**src/sv/cpu8x_pkg.sv**
```systemverilog
// ----------------------------------------------------------------------------
// cpu8x_pkg
// types, opcodes and flag positions shared by the opcode executor
// ----------------------------------------------------------------------------
package cpu8x_pkg;

    // opcodes of the first row of the opcode map that do work
    localparam logic [7:0] OP_LXI_B  = 8'h01;
    localparam logic [7:0] OP_STAX_B = 8'h02;
    localparam logic [7:0] OP_INX_B  = 8'h03;
    localparam logic [7:0] OP_INR_B  = 8'h04;
    localparam logic [7:0] OP_DCR_B  = 8'h05;
    localparam logic [7:0] OP_MVI_B  = 8'h06;
    localparam logic [7:0] OP_RLC    = 8'h07;
    localparam logic [7:0] OP_DAD_B  = 8'h09;
    localparam logic [7:0] OP_LDAX_B = 8'h0A;
    localparam logic [7:0] OP_DCX_B  = 8'h0B;
    localparam logic [7:0] OP_INR_C  = 8'h0C;
    localparam logic [7:0] OP_DCR_C  = 8'h0D;
    localparam logic [7:0] OP_MVI_C  = 8'h0E;
    localparam logic [7:0] OP_RRC    = 8'h0F;

    // flag byte bit positions
    localparam int unsigned FL_S  = 7;
    localparam int unsigned FL_Z  = 6;
    localparam int unsigned FL_AC = 4;
    localparam int unsigned FL_P  = 2;
    localparam int unsigned FL_CY = 0;

    // machine cycle counts
    localparam logic [3:0] CYC_4  = 4'd4;
    localparam logic [3:0] CYC_5  = 4'd5;
    localparam logic [3:0] CYC_7  = 4'd7;
    localparam logic [3:0] CYC_10 = 4'd10;

    typedef struct packed {
        logic [7:0] opcode;
        logic [7:0] imm_low;
        logic [7:0] imm_high;
    } t_in_item;

    typedef struct packed {
        logic [7:0]  acc;
        logic [7:0]  reg_b_out;
        logic [7:0]  reg_c_out;
        logic [7:0]  reg_h_out;
        logic [7:0]  reg_l_out;
        logic [7:0]  flags_out;
        logic [15:0] pc_out;
        logic [3:0]  cycles_taken;
        logic        mem_write;
        logic [15:0] mem_address;
        logic [7:0]  mem_data;
    } t_out_item;

    // architectural registers
    typedef struct packed {
        logic [7:0]  a;
        logic [7:0]  b;
        logic [7:0]  c;
        logic [7:0]  h;
        logic [7:0]  l;
        logic [7:0]  f;
        logic [15:0] pc;
    } t_cpu_state;

    // side effects of one instruction
    typedef struct packed {
        logic [3:0] cycles;
        logic       mem_wr;
        logic       mem_rd;
    } t_exec_ctl;

endpackage

```
**src/sv/cpu8x_exec.sv**
```systemverilog
// ----------------------------------------------------------------------------
// cpu8x_exec
// next register state and side effects of one instruction
// ----------------------------------------------------------------------------
module cpu8x_exec
    import cpu8x_pkg::*;
(
    input  t_cpu_state i_st,
    input  t_in_item   i_item,
    output t_cpu_state o_nx,
    output t_exec_ctl  o_ctl
);

    // inr/dcr flag update, carry kept
    function automatic logic [7:0] step_flags(input logic [7:0] f_old,
                                              input logic [7:0] r,
                                              input logic       ac);
        logic [7:0] f;
        f         = f_old;
        f[FL_S]   = r[7];
        f[FL_Z]   = (r == 8'h00);
        f[FL_AC]  = ac;
        f[FL_P]   = ~(^r);
        return f;
    endfunction

    logic [15:0] bc;
    logic [15:0] hl;
    logic [16:0] sum;
    logic [15:0] bc_inc;
    logic [15:0] bc_dec;
    logic [7:0]  b_inc, b_dec, c_inc, c_dec;
    logic [1:0]  len;

    assign bc     = {i_st.b, i_st.c};
    assign hl     = {i_st.h, i_st.l};
    assign sum    = {1'b0, bc} + {1'b0, hl};
    assign bc_inc = bc + 16'd1;
    assign bc_dec = bc - 16'd1;
    assign b_inc  = i_st.b + 8'd1;
    assign b_dec  = i_st.b - 8'd1;
    assign c_inc  = i_st.c + 8'd1;
    assign c_dec  = i_st.c - 8'd1;

    always_comb begin
        o_nx         = i_st;
        o_ctl.cycles = CYC_4;
        o_ctl.mem_wr = 1'b0;
        o_ctl.mem_rd = 1'b0;
        len          = 2'd1;
        unique case (i_item.opcode)
            OP_LXI_B: begin
                o_nx.c       = i_item.imm_low;
                o_nx.b       = i_item.imm_high;
                len          = 2'd3;
                o_ctl.cycles = CYC_10;
            end
            OP_STAX_B: begin
                o_ctl.mem_wr = 1'b1;
                o_ctl.cycles = CYC_7;
            end
            OP_INX_B: begin
                {o_nx.b, o_nx.c} = bc_inc;
                o_ctl.cycles     = CYC_5;
            end
            OP_INR_B: begin
                o_nx.b       = b_inc;
                o_nx.f       = step_flags(i_st.f, b_inc, i_st.b[3:0] == 4'hF);
                o_ctl.cycles = CYC_5;
            end
            OP_DCR_B: begin
                o_nx.b       = b_dec;
                o_nx.f       = step_flags(i_st.f, b_dec, i_st.b[3:0] == 4'h0);
                o_ctl.cycles = CYC_5;
            end
            OP_MVI_B: begin
                o_nx.b       = i_item.imm_low;
                len          = 2'd2;
                o_ctl.cycles = CYC_7;
            end
            OP_RLC: begin
                o_nx.f[FL_CY] = i_st.a[7];
                o_nx.a        = {i_st.a[6:0], i_st.a[7]};
            end
            OP_DAD_B: begin
                {o_nx.h, o_nx.l} = sum[15:0];
                o_nx.f[FL_CY]    = sum[16];
                o_ctl.cycles     = CYC_10;
            end
            OP_LDAX_B: begin
                // accumulator arrives from the memory read port
                o_ctl.mem_rd = 1'b1;
                o_ctl.cycles = CYC_7;
            end
            OP_DCX_B: begin
                {o_nx.b, o_nx.c} = bc_dec;
                o_ctl.cycles     = CYC_5;
            end
            OP_INR_C: begin
                o_nx.c       = c_inc;
                o_nx.f       = step_flags(i_st.f, c_inc, i_st.c[3:0] == 4'hF);
                o_ctl.cycles = CYC_5;
            end
            OP_DCR_C: begin
                o_nx.c       = c_dec;
                o_nx.f       = step_flags(i_st.f, c_dec, i_st.c[3:0] == 4'h0);
                o_ctl.cycles = CYC_5;
            end
            OP_MVI_C: begin
                o_nx.c       = i_item.imm_low;
                len          = 2'd2;
                o_ctl.cycles = CYC_7;
            end
            OP_RRC: begin
                o_nx.f[FL_CY] = i_st.a[0];
                o_nx.a        = {i_st.a[0], i_st.a[7:1]};
            end
            default: begin
                // nop and every other opcode: one byte, default cycle count
            end
        endcase
        o_nx.pc = i_st.pc + 16'(len);
    end

endmodule

```
**config.mk**
```make
export PLATFORM = sky130hd
export DESIGN_NAME = cpu8x_exec
export DESIGN_NICKNAME = d
export VERILOG_FILES = /design/src/sv/cpu8x_pkg.sv /design/src/sv/cpu8x_exec.sv
export SDC_FILE = /design/constraint.sdc
export NUM_CORES = 1
export LEC_CHECK = 0
export BUFFER_PORTS_ARGS = -buffer_cell sky130_fd_sc_hd__buf_2
export CAP_MARGIN = 15
export CORE_ASPECT_RATIO = 1.5
export CORE_MARGIN = 4
export CORE_UTILIZATION = 36
export DETAILED_ROUTE_END_ITERATION = 8
export PLACE_DENSITY = 0.63
export SETUP_SLACK_MARGIN = 0.5
export SLEW_MARGIN = 20
export SYNTH_ARGS = -nofsm -noshare
export SYNTH_HDL_FRONTEND = slang
export SYNTH_SLANG_ARGS = --single-unit
```
**constraint.sdc**
```tcl
create_clock -name vclk -period 3.5
set_input_delay 0.175 -clock vclk [all_inputs]
set_output_delay 0.175 -clock vclk [all_outputs]
set_load 0.01 [all_outputs]
```
==> metrics.log, run 1 <==
INFO  metric start_util = a little under two fifths
INFO  metric grt_setup_unrepaired = true
INFO  metric synth-warning-count = 0
INFO  metric drc = 0
INFO  metric grt_util_all_layers = 22.9%
INFO  metric globalRouteOverflowTotal = 0
INFO  metric syn-num-nets = approximately 700
INFO  metric synthTopCellsByCount = sky130_fd_sc_hd__nand2_1 (71), sky130_fd_sc_hd__nor2_1 (51), sky130_fd_sc_hd__o21ai_0 (51)
INFO  metric cp_data_required_time = between 3000 and 4000 ps
INFO  metric port-buffer-count = between 150 and 200
INFO  metric drtPass1Iterations = 5
INFO  metric power.static_leakage = 2.02 nW
INFO  metric number_of_global_route_vias_before_repair = around 4700
INFO  metric outcome = finished, final reports clean
INFO  metric syn_inst = about 570
INFO  metric timing_max_transition_violations_final = 0
INFO  metric drt-initial-drc-count = 344
INFO  metric synthDistinctLibCells = 70
INFO  metric min_period = about 2800 ps
INFO  metric report.final.setup_viol = 0
INFO  metric timing.slew.headroom = a little under three fifths
INFO  metric drt-total-wl = between 10 and 15 mm
INFO  metric wl_per_cell = 18.1 µm
INFO  metric ioPinCount = 158
INFO  metric p_per_area = 128 nW/µm²
INFO  metric setup_total_negative_slack = 0 ps
INFO  metric cell_count_final_fillers_out = 804
INFO  metric via_per_inst = 5.94
INFO  metric detailed_place_hpwl = around 12 mm
INFO  metric first_pass_grt_wire_length = between 20 and 25 mm
INFO  metric synth.yosys.seq_area_share = 0%
INFO  metric core.rowCount = between 40 and 50
INFO  metric n_sequential_cell = 0
INFO  metric dpl.cell_count = approximately 800
INFO  metric nNetsFinal = 820
INFO  metric cp.arrival = around 2600 ps
INFO  metric synth.avg_cell_area = roughly 6.4 µm²
INFO  metric seq_area = 0 µm²
INFO  metric ir_drop = 0.0817 mV
INFO  metric finalWeightedCongestion = ~0.96
INFO  metric core_area = between 9000 and 10000 µm²
INFO  metric areaGrowthSynthToFinish = 22.3%
INFO  metric hold_violations = 0
INFO  metric synthesis.area = roughly 3600 µm²
INFO  metric die_area = between 10000 and 15000 µm²
INFO  metric timing.critical_path.to_type = primary output
INFO  metric drive_gt1_share = between 20% and 30%
INFO  metric crit_type = in -> out
INFO  metric tightest_slew = 650 ps
INFO  metric antenna_left = 0
INFO  metric antenna_cells_inserted = 0
INFO  metric clockBufferCount = 0
INFO  metric cp_max_fanout = 11
INFO  metric synthTopCellsByArea = sky130_fd_sc_hd__ha_1 (13%), sky130_fd_sc_hd__xnor2_1 (9.6%), sky130_fd_sc_hd__nand2_1 (7.3%), sky130_fd_sc_hd__o21ai_0 (7.0%), sky130_fd_sc_hd__xor2_1 (5.5%)
INFO  metric period_share = around four fifths
INFO  metric worst_setup_path_start_kind = input port
INFO  metric achievable-frequency = about 0.36 GHz
INFO  metric vias = 4777
INFO  metric post-synth-top-count-cell = sky130_fd_sc_hd__nand2_1
INFO  metric vertical_extent_of_the_die = about 130 µm
INFO  metric maxCapViolations = 0
INFO  metric hold_buffers = 0
INFO  metric synthDominantAreaCellType = sky130_fd_sc_hd__ha_1
INFO  metric post-cts-setup-buffers = 0
INFO  metric maximum_number_of_pins_on_one_net_before_global_route_repair = 31
INFO  metric antenna_found_initial = 0
INFO  metric synth_largest_type_area_fraction = 13.4%
INFO  metric die_span_x = about 90 µm
INFO  metric hp-class = in -> out
[cells by family after synthesis]
kind of cell               after synthesis  share of synthesized area [%]
and+or+nand+nor                        238                           32.8
muxes                                   14                           3.92
adders and majority gates               41                           14.5
AOI/OAI and AO/OA                      149                           26.7
xor gates and xnor gates                63                           15.2
buffers and inverters                   61                           6.91
[through the flow]
step | hold WS [ps] | util (%) | power, W | cell area, µm² | setup slack (ps)
after global placement | 350 | 45.3 | 0.000554 | 4440 | 650
final | 350 | 45.4 | 0.000569 | 4450 | 698
after floorplan | 426 | - | 0.000376 | 3640 | 823
after global routing | 350 | 45.4 | 0.000631 | 4450 | 473
after detailed placement | 350 | 45.3 | 0.000563 | 4440 | 527
after CTS | 350 | 45.3 | 0.000565 | 4440 | 522
[where the power goes]
part | total, W | internal, W | leakage [nW] | switching [W]
registers | 0 | 0 | 0 | 0
clock network | 0 | 0 | 0 | 0
logic | 0.000569 | 0.000241 | 2.02 | 0.000328
total | 0.000569 | 0.000241 | 2.02 | 0.000328
[area by class of cell]
class | instances | area [µm²]
Multi-Input combinational cell | 505 | 3400
Inverter | 24 | 90.1
Timing Repair Buffer | 160 | 821
Tap cell | 115 | 144
Fill cell | 1065 | 5350
[layout by cell type (no fill, tap or decap), types with 5 or more instances in the layout]
cell | synthesis | final
sky130_fd_sc_hd__a31oi_1 | 6 | 6
sky130_fd_sc_hd__or2_2 | 6 | 6
sky130_fd_sc_hd__nor3_1 | 17 | 17
sky130_fd_sc_hd__o22ai_1 | 6 | 6
sky130_fd_sc_hd__o21ai_0 | 51 | 50
sky130_fd_sc_hd__buf_2 | 3 | 152
sky130_fd_sc_hd__xnor2_1 | 40 | 40
sky130_fd_sc_hd__nand3_1 | 27 | 27
sky130_fd_sc_hd__nor2_1 | 51 | 51
sky130_fd_sc_hd__a21oi_1 | 26 | 26
sky130_fd_sc_hd__nor2b_1 | 7 | 7
sky130_fd_sc_hd__xor2_1 | 23 | 23
sky130_fd_sc_hd__nand2_1 | 71 | 71
sky130_fd_sc_hd__buf_4 | 3 | 8
sky130_fd_sc_hd__nand4_1 | 15 | 15
sky130_fd_sc_hd__ha_1 | 39 | 39
sky130_fd_sc_hd__inv_1 | 24 | 24
sky130_fd_sc_hd__and3_1 | 5 | 5
sky130_fd_sc_hd__mux2i_1 | 12 | 12
sky130_fd_sc_hd__nor4_1 | 6 | 6
sky130_fd_sc_hd__a221oi_1 | 7 | 7
[repair_timing]
| item | in CTS | in global routing |
|---|---|---|
| hold endpoints to repair | 0 | 0 |
| gates resized for setup | 0 | 3 |
| endpoints found under the setup margin | 0 | 10 |
[path summary, 6_finish.rpt]
| check | from | end | slack [ps] | cells after the start |
|---|---|---|---|---|
| worst max-delay path | i_st[40] | o_nx[16] | 700 | 11 |
| worst min-delay path | i_st[19] | o_nx[19] | 350 | 0 |
[critical path: stages]
cell and delay [ps]:
sky130_fd_sc_hd__buf_2 220, sky130_fd_sc_hd__ha_1 240, sky130_fd_sc_hd__inv_1 60, sky130_fd_sc_hd__fa_1 390, sky130_fd_sc_hd__nor2b_1 180, sky130_fd_sc_hd__o31ai_1 150, sky130_fd_sc_hd__a211oi_2 290, sky130_fd_sc_hd__a41oi_1 230
sky130_fd_sc_hd__o31a_1 320, sky130_fd_sc_hd__o21ai_0 200, sky130_fd_sc_hd__buf_2 170
[routing by layer]
metal	track usage, %	routed length, µm
met5	0	0
met1	26.4	5630
met2	42.3	7340
met4	9.37	612
met3	2.80	997
(Power assumes the default switching activity.)
==> run 2: changes to the inputs <==
PLACE_DENSITY = 0.66   (was 0.63)
clock period = 2.45 ns   (was 3.5 ns; I/O delays follow)
==> run 2 against run 1 <==
Against the previous run: clock-buffer cell count stayed put; non-clock buffer count is 121 higher; combinational power is 110% higher; via count is 14% higher; die area stayed put; worst hold slack worse by 100 ps; global-route usage is 3.1 points higher; sequential share of layout area stayed put; sequential cell count stayed put; final cell count is 15% higher; critical endpoint is now o_nx[52]; largest cell class unchanged; highest routed layer unchanged.
==> metrics.log, run 2 (same netlist as run 1, synthesis figures left out) <==
INFO  metric outcome = finished, final reports clean
INFO  metric layout.cells.most_common = sky130_fd_sc_hd__buf_2
INFO  metric wl_per_cell = 19.5 µm (+7.5%)
INFO  metric cp_data_required_time = 2330 ps (-990 ps)
INFO  metric antenna_found_initial = 0 (unchanged)
INFO  metric min_period = about 2400 ps
INFO  metric core.rowCount = 44 (unchanged)
INFO  metric netSwitchingPower = 0.000635 W (+94%)
INFO  metric final_core_occ = 67.5% (+22 points)
INFO  metric fillers = 801 (-25%)
INFO  metric antenna_cells_inserted = 0 (unchanged)
INFO  metric die_area = 11800 µm² (unchanged)
INFO  metric achievable-frequency = between 0.4 and 0.5 GHz
INFO  metric clock_power_share = 0% (unchanged)
INFO  metric critical_path.top_delay_family = simple AND/OR/NAND/NOR gates
INFO  metric drtPass1Iterations = 6 (+1)
INFO  metric tightest_slew = 536 ps (-114 ps)
INFO  metric via_per_inst = 5.91 (-0.56%)
INFO  metric p_per_area = 184 nW/µm² (+44%)
INFO  metric n_sequential_cell = 0 (unchanged)
INFO  metric start_util = 37.1% (unchanged)
INFO  metric grt_util_all_layers = 26.0% (+3.1 points)
INFO  metric comb_power_share = 100.0% (about the same)
INFO  metric cp_num_buf_inv = 3 (unchanged)
INFO  metric number_of_global_route_vias_before_repair = 5326 (+14%)
INFO  metric detailed_place_hpwl = 13.0 mm (+6.4%)
INFO  metric timing.critical_path.to_type = primary output
INFO  metric cp.arrival = 2290 ps (-340 ps)
INFO  metric cell_count_final_fillers_out = 925 (+15%)
INFO  metric path_cells = buf_6 > or4_4 > buf_6 > or4_4 > nand2_4 > a31oi_4 > or4b_4 > buf_6
INFO  metric timing.slew.headroom = 63.9% (+7.7 points)
INFO  metric worst_setup_path_start_kind = input port
INFO  metric max_stage_delay = 570 ps (+180 ps)
INFO  metric port-buffer-count = 152 (unchanged)
INFO  metric dpl.cell_count = 862 (+7.2%)
INFO  metric placedInstanceArea = 5060 µm² (+14%)
INFO  metric seqPwrFrac = 0% (unchanged)
INFO  metric globalRouteOverflowTotal = 0 (unchanged)
INFO  metric drc = 0 (unchanged)
INFO  metric vias = 5465 (+14%)
INFO  metric layout_common_cells = sky130_fd_sc_hd__buf_2 (133), sky130_fd_sc_hd__buf_4 (101), sky130_fd_sc_hd__nand2_1 (60), sky130_fd_sc_hd__nor2_1 (39), sky130_fd_sc_hd__buf_6 (35)
INFO  metric drt-total-wl = 18.0 mm (+24%)
INFO  metric crit_path_most_repeated_cell = sky130_fd_sc_hd__buf_6
INFO  metric areaGrowthSynthToFinish = 81.9%
INFO  metric ir_drop = 0.131 mV (+60%)
INFO  metric power.static_leakage = 2.94 nW (+45%)
INFO  metric report.final.setup_viol = 0 (unchanged)
INFO  metric finalWeightedCongestion = 1.01 (+4.7%)
INFO  metric internal-power = 0.000582 W (+140%)
INFO  metric hp-class = in -> out
INFO  metric maximum_number_of_pins_on_one_net_before_global_route_repair = 29 (-6.5%)
INFO  metric drt-initial-drc-count = 439 (+28%)
INFO  metric ioPinCount = 158 (unchanged)
INFO  metric seq_area = 0 µm² (unchanged)
INFO  metric timing_max_transition_violations_final = 0 (unchanged)
INFO  metric switching_share = 52.2% (-5.4 points)
INFO  metric die_span_x = 90.1 µm (unchanged)
INFO  metric antenna_left = 0 (unchanged)
INFO  metric grt_setup_unrepaired = true
INFO  metric vertical_extent_of_the_die = 131 µm (unchanged)
INFO  metric hold_buffers = 0 (unchanged)
INFO  metric crit_type = in -> out
INFO  metric hold_violations = 0 (unchanged)
INFO  metric clockBufferCount = 0 (unchanged)
INFO  metric first_pass_grt_wire_length = 26.0 mm (+13%)
INFO  metric drive_gt1_share = 53.8% (+28 points)
INFO  metric core_area = 9800 µm² (unchanged)
INFO  metric critical_path.slowest_cell = sky130_fd_sc_hd__or4_4
INFO  metric multi_input_comb_area = 4340 µm² (+28%)
INFO  metric nNetsFinal = 941 (+15%)
INFO  metric period_share = between 90 and 100%
INFO  metric final_design_area_no_fill = 6620 µm² (+49%)
INFO  metric cp_max_fanout = 3 (-8)
INFO  metric maxCapViolations = 0 (unchanged)
## run 2: area by class of cell
class	count	area share, %
Tap cell	115	2.17
Inverter	24	1.47
Timing Repair Buffer	281	30.8
Multi-Input combinational cell	505	65.5
## run 2: per-layer routing
layer	vias to the layer above	wire, µm	part of all wire (%)	global-route usage (%)
met5	-	0	0	0
met4	0	993	5.5	11.7
met1	2556	6290	35	27.3
met2	286	9600	53	50.2
li1	2548	-	-	-
met3	75	1160	6.4	4.00
## run 2: power groups by stage
stage	sequential (W)	combinational (W)	clock, W
floorplan	0	0.000562	0
global route	0	0.00130	0
detailed placement	0	0.000904	0
finish	0	0.00122	0
CTS	0	0.00105	0
global placement	0	0.000891	0
## run 2: repair_timing
item	4_1_cts	5_1_grt
cloned	0	2
setup endpoints to repair	42	41
pin swaps	58	79
gates resized for setup	111	118
buffers inserted	34	27
## run 2: final timing paths
| path | startpoint | end | cells past startpoint |
|---|---|---|---|
| worst max-delay path | i_st[45] | o_nx[52] | 8 |
| worst min-delay path | i_st[21] | o_nx[21] | 0 |
## run 2: stage by stage
step	hold slack [ps]	power (W)	TNS (ps)	setup WS (ps)
CTS	245	0.00105	0	87.2
finish	245	0.00122	0	37.4
global placement	245	0.000891	0	56.6
floorplan	303	0.000562	0	192
detailed placement	245	0.000904	-42.9	-24.8
global route	245	0.00130	-58.1	-37.8
